===== src/rtl/krpc_pkg.sv =====
// Shared types, constants and enums for the kd-tree radius pair counter.
// No dependencies.
package krpc_pkg;

    localparam int unsigned DIMS_DEF         = 3;
    localparam int unsigned NODE_COUNT_DEF   = 1024;
    localparam int unsigned TREE_FIELDS_DEF  = 8;
    localparam int unsigned QUERY_FIELDS_DEF = 8;
    localparam int unsigned STACK_DEPTH_DEF  = 10;

    localparam int unsigned COORD_W = 24;
    localparam int unsigned IDX_W   = 10;
    localparam int unsigned WGT_W   = 16;
    localparam int unsigned FLD_W   = 3;
    localparam int unsigned CNT_W   = 48;
    localparam int unsigned RAD_W   = 23;
    localparam int unsigned INFO_W  = 23;
    localparam int unsigned SQ_W    = 50;

    localparam logic [1:0] MODE_LOAD  = 2'd0;
    localparam logic [1:0] MODE_QUERY = 2'd1;
    localparam logic [1:0] MODE_READ  = 2'd2;
    localparam logic [1:0] MODE_CLEAR = 2'd3;

    typedef enum logic [3:0] {
        ST_IDLE,
        ST_FETCH,
        ST_WAIT,
        ST_SQ,
        ST_SUM,
        ST_DECIDE,
        ST_CNT_RD,
        ST_CNT_WR,
        ST_READ,
        ST_OUT,
        ST_CLEAR
    } t_state;

    // Controller to datapath
    typedef struct packed {
        logic capture;   // latch the accepted beat
        logic load_node; // write node memories
        logic fetch;     // read node memories at current index
        logic square;    // register the squared differences
        logic sum;       // compare the distance sum and register the decisions
        logic step;      // advance walk to next node
        logic cnt_rd;    // read counter cell
        logic cnt_wr;    // write counter cell
        logic rd_sel;    // read counter at request row/column
        logic out_load;  // load result register
        logic clr;       // clear one counter cell
        logic clr_start;
    } t_cmd;

    // Datapath to controller
    typedef struct packed {
        logic do_count;  // node in radius and counted
        logic walk_done;
        logic clr_done;
    } t_status;

endpackage


===== src/rtl/krpc_ctrl.sv =====
// Controller state machine sequencing loads, walks, reads and clears.
// Depends on krpc_pkg.
module krpc_ctrl (
    input  logic              i_clk,
    input  logic              i_rst_n,
    input  logic              i_valid,
    input  logic [1:0]        i_mode,
    output logic              o_stall,
    output logic              o_valid,
    input  logic              i_stall,
    input  krpc_pkg::t_status i_status,
    output krpc_pkg::t_cmd    o_cmd
);
    krpc_pkg::t_state r_state, n_state;
    logic r_ovalid, n_ovalid;
    logic n_acc;

    assign n_acc = i_valid && (r_state == krpc_pkg::ST_IDLE) && !(r_ovalid && i_stall);

    always_comb begin
        n_state = r_state;
        case (r_state)
            krpc_pkg::ST_IDLE: begin
                if (n_acc) begin
                    case (i_mode)
                        krpc_pkg::MODE_LOAD:  n_state = krpc_pkg::ST_IDLE;
                        krpc_pkg::MODE_QUERY: n_state = krpc_pkg::ST_FETCH;
                        krpc_pkg::MODE_READ:  n_state = krpc_pkg::ST_READ;
                        default:              n_state = krpc_pkg::ST_CLEAR;
                    endcase
                end
            end
            krpc_pkg::ST_FETCH:
                n_state = i_status.walk_done ? krpc_pkg::ST_IDLE : krpc_pkg::ST_WAIT;
            krpc_pkg::ST_WAIT:   n_state = krpc_pkg::ST_SQ;
            krpc_pkg::ST_SQ:     n_state = krpc_pkg::ST_SUM;
            krpc_pkg::ST_SUM:    n_state = krpc_pkg::ST_DECIDE;
            krpc_pkg::ST_DECIDE:
                n_state = i_status.do_count ? krpc_pkg::ST_CNT_RD : krpc_pkg::ST_FETCH;
            krpc_pkg::ST_CNT_RD: n_state = krpc_pkg::ST_CNT_WR;
            krpc_pkg::ST_CNT_WR: n_state = krpc_pkg::ST_FETCH;
            krpc_pkg::ST_READ:   n_state = krpc_pkg::ST_OUT;
            krpc_pkg::ST_OUT:    n_state = krpc_pkg::ST_IDLE;
            krpc_pkg::ST_CLEAR:
                n_state = i_status.clr_done ? krpc_pkg::ST_IDLE : krpc_pkg::ST_CLEAR;
            default:             n_state = krpc_pkg::ST_IDLE;
        endcase
    end

    always_comb begin
        o_cmd = '0;
        n_ovalid = r_ovalid && i_stall;
        case (r_state)
            krpc_pkg::ST_IDLE: begin
                o_cmd.capture   = n_acc;
                o_cmd.load_node = n_acc && (i_mode == krpc_pkg::MODE_LOAD);
                o_cmd.clr_start = n_acc;
            end
            krpc_pkg::ST_FETCH:  o_cmd.fetch  = !i_status.walk_done;
            krpc_pkg::ST_SQ:     o_cmd.square = 1'b1;
            krpc_pkg::ST_SUM:    o_cmd.sum    = 1'b1;
            krpc_pkg::ST_DECIDE: begin
                o_cmd.step   = 1'b1;
                o_cmd.cnt_rd = i_status.do_count;
            end
            krpc_pkg::ST_CNT_WR: o_cmd.cnt_wr = 1'b1;
            krpc_pkg::ST_READ: begin
                o_cmd.cnt_rd = 1'b1;
                o_cmd.rd_sel = 1'b1;
            end
            krpc_pkg::ST_OUT: begin
                o_cmd.out_load = 1'b1;
                n_ovalid = 1'b1;
            end
            krpc_pkg::ST_CLEAR:  o_cmd.clr = 1'b1;
            default:             o_cmd = '0;
        endcase
    end

    // Reset enters the clearing pass so every counter cell starts at zero
    always_ff @(posedge i_clk) begin
        if (!i_rst_n) begin
            r_state  <= krpc_pkg::ST_CLEAR;
            r_ovalid <= 1'b0;
        end else begin
            r_state  <= n_state;
            r_ovalid <= n_ovalid;
        end
    end

    assign o_stall = !(r_state == krpc_pkg::ST_IDLE) || (r_ovalid && i_stall);
    assign o_valid = r_ovalid;

endmodule


===== config.mk =====
export PLATFORM = sky130hd
export DESIGN_NAME = krpc_ctrl
export DESIGN_NICKNAME = d
export VERILOG_FILES = /design/src/rtl/krpc_pkg.sv /design/src/rtl/krpc_ctrl.sv
export SDC_FILE = /design/constraint.sdc
export NUM_CORES = 1
export LEC_CHECK = 0
export BUFFER_PORTS_ARGS = -buffer_cell sky130_fd_sc_hd__buf_2
export CORE_AREA = 10 10 47 49
export DETAILED_ROUTE_END_ITERATION = 6
export DIE_AREA = 0 0 57 59
export PLACE_DENSITY = 0.56
export REMOVE_ABC_BUFFERS = 1
export SLEW_MARGIN = 10
export SYNTH_ARGS = -nofsm -noshare
export SYNTH_HDL_FRONTEND = slang
export SYNTH_SLANG_ARGS = --single-unit
export TNS_END_PERCENT = 1

===== constraint.sdc =====
create_clock -name i_clk -period 2 [get_ports i_clk]
set_input_delay 0.5 -clock i_clk [delete_from_list [all_inputs] [get_ports i_clk]]
set_output_delay 0.5 -clock i_clk [all_outputs]
set_load 0.02 [all_outputs]

# Word-level counts from Yosys, hierarchy flattened
# Cells that the tools add are included.
[classes] reduce_logical=10 addsub=0 n_mux=18 shifts=0 div_mod_pow=0 bitwise=0 multipliers=0 eq_ne=13 order_cmp=0
[op_table] cell="$pmux W4 S10" n=1
[op_table] cell="$eq A4 B3 Y1 const B" n=4
[op_table] cell="$eq A4 B4 Y1 const B" n=3
[op_table] cell="$pmux W4 S3" n=1
[op_table] cell="$mux W1" n=10
[op_table] cell="$eq A4 B2 Y1 const B" n=2
[op_table] cell="$mux W4" n=2
[op_table] cell="$eq A4 B1 Y1 const B" n=1
[op_table] cell="$logic_and A1 B1 Y1" n=4
[op_table] cell="$logic_not A4 Y1" n=1
[op_table] cell="$mux W2" n=2
[op_table] cell="$logic_not A1 Y1" n=3
[op_table] cell="$mux W3" n=1
[op_table] cell="$eq A2 B1 Y1 const B" n=1
[op_table] cell="$eq A2 B2 Y1 const B" n=1
[op_table] cell="$logic_not A2 Y1" n=1
[op_table] cell="$ne A2 B2 Y1 const B" n=1
[op_table] cell="$pmux W1 S2" n=1
[op_table] cell="$logic_or A1 B1 Y1" n=1
[totals] memories=0 out_inout_bits=14 ramBits=0 romBits=0 reg_bits=5 latchBits=0

# Longest topological paths before layout
# Gate-level depths: netlist (run 1).
[depth] ltp_word=5 depth_mapped=5

# Worst setup path after synthesis (run 1)
# No wires, ideal clock.
[synth_timing] path_kind="register -> output" from="reg r_state[2]" to="out o_cmd[10] (netlist bit)" slack_ps=26 stages_incl_launch_ff=5 path_buffers=1 arrival_ps=1474 t_required_ps=1500 cell_sequence="dfxtp_1 buf_6 nor4_2 and3_1 nor3b_2"
[synth_rtl] item="start: declaration" line_no="krpc_ctrl.sv:14" source="krpc_pkg::t_state r_state, n_state;"
[synth_rtl] item="start signal: assignment" line_no="krpc_ctrl.sv:83" source="r_state <= krpc_pkg::ST_CLEAR;"
[synth_rtl] item="start signal: assignment" line_no="krpc_ctrl.sv:86" source="r_state <= n_state;"
[synth_rtl] item="end: declaration" line_no="krpc_ctrl.sv:12" source="output krpc_pkg::t_cmd o_cmd"

==> results.yml, run 1 <==
sta:
  fmax_mhz: 511
  relSlewSlack_pct: 82.9
  hold_viol: 0
  min_period_ns: 1.96
  setup_viol: 0
  rsz0062_at_grt: "yes"
  tightest_slew_ns: 0.253
  finClkSkew_ns: 0.00754
  tns_ns: 0
  fin_crit_sh_pct: 97.9
  hold_ws_ns: 0.451
  drv_slew: 0
  postLayoutSetupSlackWorst_ns: 0.0417
cts:
  cts_tree: "done"
  h-tree-depth: 1
  cts_buffer_depth: 2
  clock-sinks: 5
  clkTransAtPathRegs_ns: 0.05
  numCtsBuffers: 3
  insertion_delay_ns: 0.24
  clockRootBuffer: "clkbuf_4"
placed_design:
  dpl_worst_slack_ns: 0.0846
  dp.cells: 97
  dp_hpwl_um: 1130
  gp_congestion: 0.825
  io_buffers: 22
  post_dp_cell_area_um2: 562
setup_path:
  cp.arrival_ns: 1.46
  end_kind: "output port"
  crit_family: "simple AND/OR/NAND/NOR gates"
  critical_path_class: "register to output port"
  reg2reg_slack_ns: 0.63
  cp_slowest_cell: "dfxtp_4"
  cp_max_fo: 7
  crit_chain: "nor4_4 > and3_4 > nor3b_4 > buf_6"
  crit_required_ns: 1.50
  cp_num_buf_inv: 1
  cpPeakStageDelay_ns: 0.37
  startpoint_type: "register"
floorplan:
  die-area_um2: 3360
  initial_core_util_pct: 29.0
  ios: 23
  core_region_area_um2: 1400
  die_w_um: 57
  die-height_um: 59
  fp-row-count: 14
detailed_routing:
  routed_wl_um: 1490
  wire_per_inst_um: 14.6
  dr_total_vias: 535
  viasPerCell: 5.25
  drc: 0
  detail-route-antenna-nets: 0
  drt-pass1-iter-count: 4
  drt-initial-drc-count: 12
final_layout:
  finalNonFillerCells: 102
  area.growth.synth_to_final_pct: 55.7
  utilization_pct: 45.2
  post-route-cell-area_um2: 633
  drive_gt1_share_pct: 48.8
  antenna_cells: 0
  nets: 96
global_route:
  grt_first_pass_wirelength_um: 2310
  grt_pass1_vias: 516
  grtUsageTotal_pct: 8.36
  antenna_found_initial: 0
  grt_max_degree: 8
  overflow: 0
power:
  vdd_ir_drop_max_uv: 436
  finalPower_mw: 0.580
  p_leak_nw: 0.310
  power_density_nw_per_um2: 916
synthesis:
  syn_inst: 56
  avgSynthCellArea_um2: 7.26
  ys_seq_area_share_pct: 24.6
  synth_area_um2: 407
  yosysWarnings: 0
  synth_seq_cells: 5
  ys_types: 30
min_path:
  hold_class: "primary input to register"
job:
  maxCapViolCount: 0
status:
  status: "completed"
-- cells in the mapped netlist --
cell / count / area (µm²)
a211o_1: 1 / 8.76
a21bo_1: 1 / 10.0
a21oi_1: 2 / 10.0
a221oi_1: 1 / 8.76
a31o_1: 1 / 8.76
a41oi_1: 1 / 8.76
and2_1: 1 / 6.26
and3_1: 2 / 12.5
buf_2: 1 / 5.00
buf_4: 1 / 7.51
buf_6: 1 / 11.3
clkbuf_1: 1 / 3.75
dfxtp_1: 5 / 100
inv_1: 3 / 11.3
nand2_1: 6 / 22.5
nand2_2: 1 / 6.26
nand2b_1: 3 / 18.8
nand3_1: 1 / 5.00
nand3b_1: 1 / 7.51
nor2_1: 7 / 26.3
nor3_1: 2 / 10.0
nor3b_2: 1 / 12.5
nor4_1: 1 / 6.26
nor4_2: 1 / 12.5
nor4b_1: 1 / 8.76
o211ai_1: 1 / 7.51
o21ai_0: 5 / 25.0
o311ai_1: 1 / 8.76
o31a_1: 1 / 8.76
or4_1: 1 / 7.51
-- where the power goes --
part,switching [mW],internal (mW),total [mW]
sequential,0.0359,0.123,0.158
clock,0.0442,0.0725,0.117
combinational,0.174,0.131,0.305
-- path summary, 6_finish.rpt --
path | start | end | cells past startpoint
hold reg to reg | r_state[3] | r_state[2] | 1
setup / recovery | r_state[1] | o_cmd[10] | 4
setup reg to reg | r_state[2] | r_state[1] | 5
hold / removal | i_rst_n | r_state[3] | 2
-- cell usage in the layout (no fill, tap or decap), drive strengths merged, types with 3 or more instances in the layout --
cell type,instances
dfxtp,5
o21ai,5
nand2b,3
clkbuf,3
nand2,7
nor2,7
buf,30
inv,3
-- layer usage --
metal  vias to the layer above  track usage, %  share of wire [%]
met5                         -               0                  0
met4                         0            1.68                  0
met3                         0            4.72                7.1
met2                        20            14.1                 52
met1                       250            8.97                 41
li1                        265               -                  -
-- flip-flops by register name (all words and copies together), names as in the netlist --
name / cells
r_state: 4
o_valid: 1
-- area by class of cell --
type	instances	area, µm²
flip-flops and latches	5	106
inverters	3	11.3
repair buffers	30	176
multi-input cells	44	292
fillers	157	768
clock inverters	1	5.00
clock buffers	3	22.5
well taps	16	20.0
-- cell families after synthesis --
kind of cell,share of synthesized area (%)
buf+inv,9.54
flops,24.6
compound gates,25.8
simple gates,40.0
-- timing repair --
item	4_1_cts	5_1_grt
setup endpoints to repair	1	3
pin swaps	2	2
gates resized for setup	2	8
buffers inserted	1	0
hold buffers	0	0
Note: power is estimated with default switching activity, not from simulation.
==> run 2, diff against run 1 <==
--- a/config.mk
+++ b/config.mk
@@ -6,10 +6,12 @@
 export NUM_CORES = 1
 export LEC_CHECK = 0
 export BUFFER_PORTS_ARGS = -buffer_cell sky130_fd_sc_hd__buf_2
-export CORE_AREA = 10 10 47 49
+export CELL_PAD_IN_SITES_DETAIL_PLACEMENT = 2
+export CELL_PAD_IN_SITES_GLOBAL_PLACEMENT = 2
+export CORE_MARGIN = 10
+export CORE_UTILIZATION = 20
 export DETAILED_ROUTE_END_ITERATION = 6
-export DIE_AREA = 0 0 57 59
-export PLACE_DENSITY = 0.56
+export PLACE_DENSITY = 0.7
 export REMOVE_ABC_BUFFERS = 1
 export SLEW_MARGIN = 10
 export SYNTH_ARGS = -nofsm -noshare
==> run 2 against run 1 <==
Net effect:
- clock power increased by 12%
- largest cell class unchanged
- wire length increased by 21%
- die area increased by 26%
- largest power group unchanged
- highest routed layer is now met4
==> results.yml, run 2 (same netlist as run 1, synthesis figures left out) <==
status:
  status: "completed"
min_path:
  hold_class: "primary input to register"
setup_path:
  startpoint_type: "register"
  crit_required_ns: 1.50
  cp_max_fo: 4
  crit_family: "simple AND/OR/NAND/NOR gates"
  cp_num_buf_inv: 1
  crit_chain: "nor4_4 > and3_4 > nor3b_2 > buf_4"
  critical_path_class: "register to output port"
  end_kind: "output port"
  cp.arrival_ns: 1.50
  cp_slowest_cell: "dfxtp_2"
  cpPeakStageDelay_ns: 0.35
detailed_routing:
  drc: 0
  wire_per_inst_um: 16.1
  drt-initial-drc-count: 6
  routed_wl_um: 1800
  viasPerCell: 4.84
  dr_total_vias: 542
  drt-pass1-iter-count: 4
  detail-route-antenna-nets: 0
job:
  maxCapViolCount: 0
placed_design:
  gp_congestion: 0.741
  io_buffers: 22
  dp_hpwl_um: 1380
global_route:
  grt_max_degree: 11
  overflow: 0
  grt_first_pass_wirelength_um: 2890
  grt_pass1_vias: 589
  antenna_found_initial: 0
  grtUsageTotal_pct: 8.67
floorplan:
  ios: 23
  die-area_um2: 4240
  core_region_area_um2: 1940
  fp-row-count: 16
  die-height_um: 65.1
  initial_core_util_pct: 20.9
  die_w_um: 65.1
final_layout:
  antenna_cells: 0
  largest_register: "r_state"
  nets: 95
  final_common_cell: "buf_2"
  largest_reg_flops: 4
  area.growth.synth_to_final_pct: 55.1
  final_cell_mix: "buf_2, buf_4, nor2_1"
  drive_gt1_share_pct: 48.2
sta:
  tightest_slew_ns: 0.272
  drv_slew: 0
  rsz0062_at_grt: "yes"
  fin_crit_sh_pct: 99.8
  setup_viol: 0
  tns_ns: 0
  min_period_ns: 2.00
  relSlewSlack_pct: 81.6
  fmax_mhz: 501
  hold_viol: 0
  hold_ws_ns: 0.466
  finClkSkew_ns: 0.0156
power:
  p_leak_nw: 0.296
  vdd_ir_drop_max_uv: 324
  power_density_nw_per_um2: 947
cts:
  cts_buffer_depth: 2
  cts_tree: "done"
  h-tree-depth: 1
  clock-sinks: 5
  insertion_delay_ns: 0.27
  clockRootBuffer: "clkbuf_4"
  numCtsBuffers: 3
  clkTransAtPathRegs_ns: 0.06
==> run 2: cell count changes in the layout (fill, tap and decap cells not counted) <==
| cell | delta |
|---|---|
| buf_2 | -1 |
| buf_4 | +1 |
| buf_6 | -1 |
| clkbuf_1 | +1 |
| clkinv_2 | -1 |
| dfxtp_1 | -1 |
| dfxtp_2 | +1 |
| nand2b_1 | -1 |
| nand2b_2 | +1 |
| nor3b_2 | +1 |
| nor3b_4 | -1 |
| or4_1 | +1 |
| or4_4 | -1 |
==> run 2: path summary, 6_finish.rpt <==
kind                            cells after the start  slack [ns]         end        from
worst max-delay path                                4       0.003   o_cmd[10]  r_state[2]
worst min-delay path                                2        0.47  r_state[3]     i_rst_n
worst max register to register                      5        0.52  r_state[1]  r_state[2]
worst min register to register                      2        0.67  r_state[2]  r_state[3]
==> run 2: metrics by stage <==
stage / util [%] / worst slack (ns) / cell area, µm² / power [mW] / cells
final: 32.5 / 0.00333 / 631 / 0.597 / 112
after global routing: 32.5 / -0.0775 / 631 / 0.648 / 112
after CTS: 31.8 / -0.00200 / 617 / 0.586 / 111
after detailed placement: 28.9 / 0.0821 / 561 / 0.435 / 106
after global placement: 28.9 / 0.0888 / 561 / 0.430 / 106
after floorplan: - / -0.187 / 379 / 0.318 / 52
==> run 2: layout make-up <==
| cell class | count | area, µm² |
|---|---|---|
| Sequential cell | 5 | 108 |
| Tap cell | 27 | 33.8 |
| Inverter | 3 | 11.3 |
| Clock buffer | 4 | 26.3 |
| Multi-Input combinational cell | 44 | 284 |
| Fill cell | 254 | 1310 |
| Timing Repair Buffer | 29 | 168 |
==> run 2: where the power goes <==
part	total [mW]	switching, mW	leakage, nW	internal (mW)
Combinational	0.308	0.182	0.239	0.126
Sequential	0.158	0.0337	0.0420	0.124
Clock	0.131	0.0548	0.0150	0.0762
==> run 2: metal layers <==
layer,vias to the layer above,global-route usage (%),part of all wire [%]
met5,-,0,0
met2,14,15.8,51
met4,0,3.21,1.9
met1,266,8.65,40
met3,2,3.56,6.3
li1,260,-,-
==> run 2: timing repair <==
item	CTS	global route
hold buffers	0	0
hold endpoints to repair	0	0
resized for setup	7	3
pin swaps	2	2
setup buffers	1	1
setup endpoints to repair	2	3
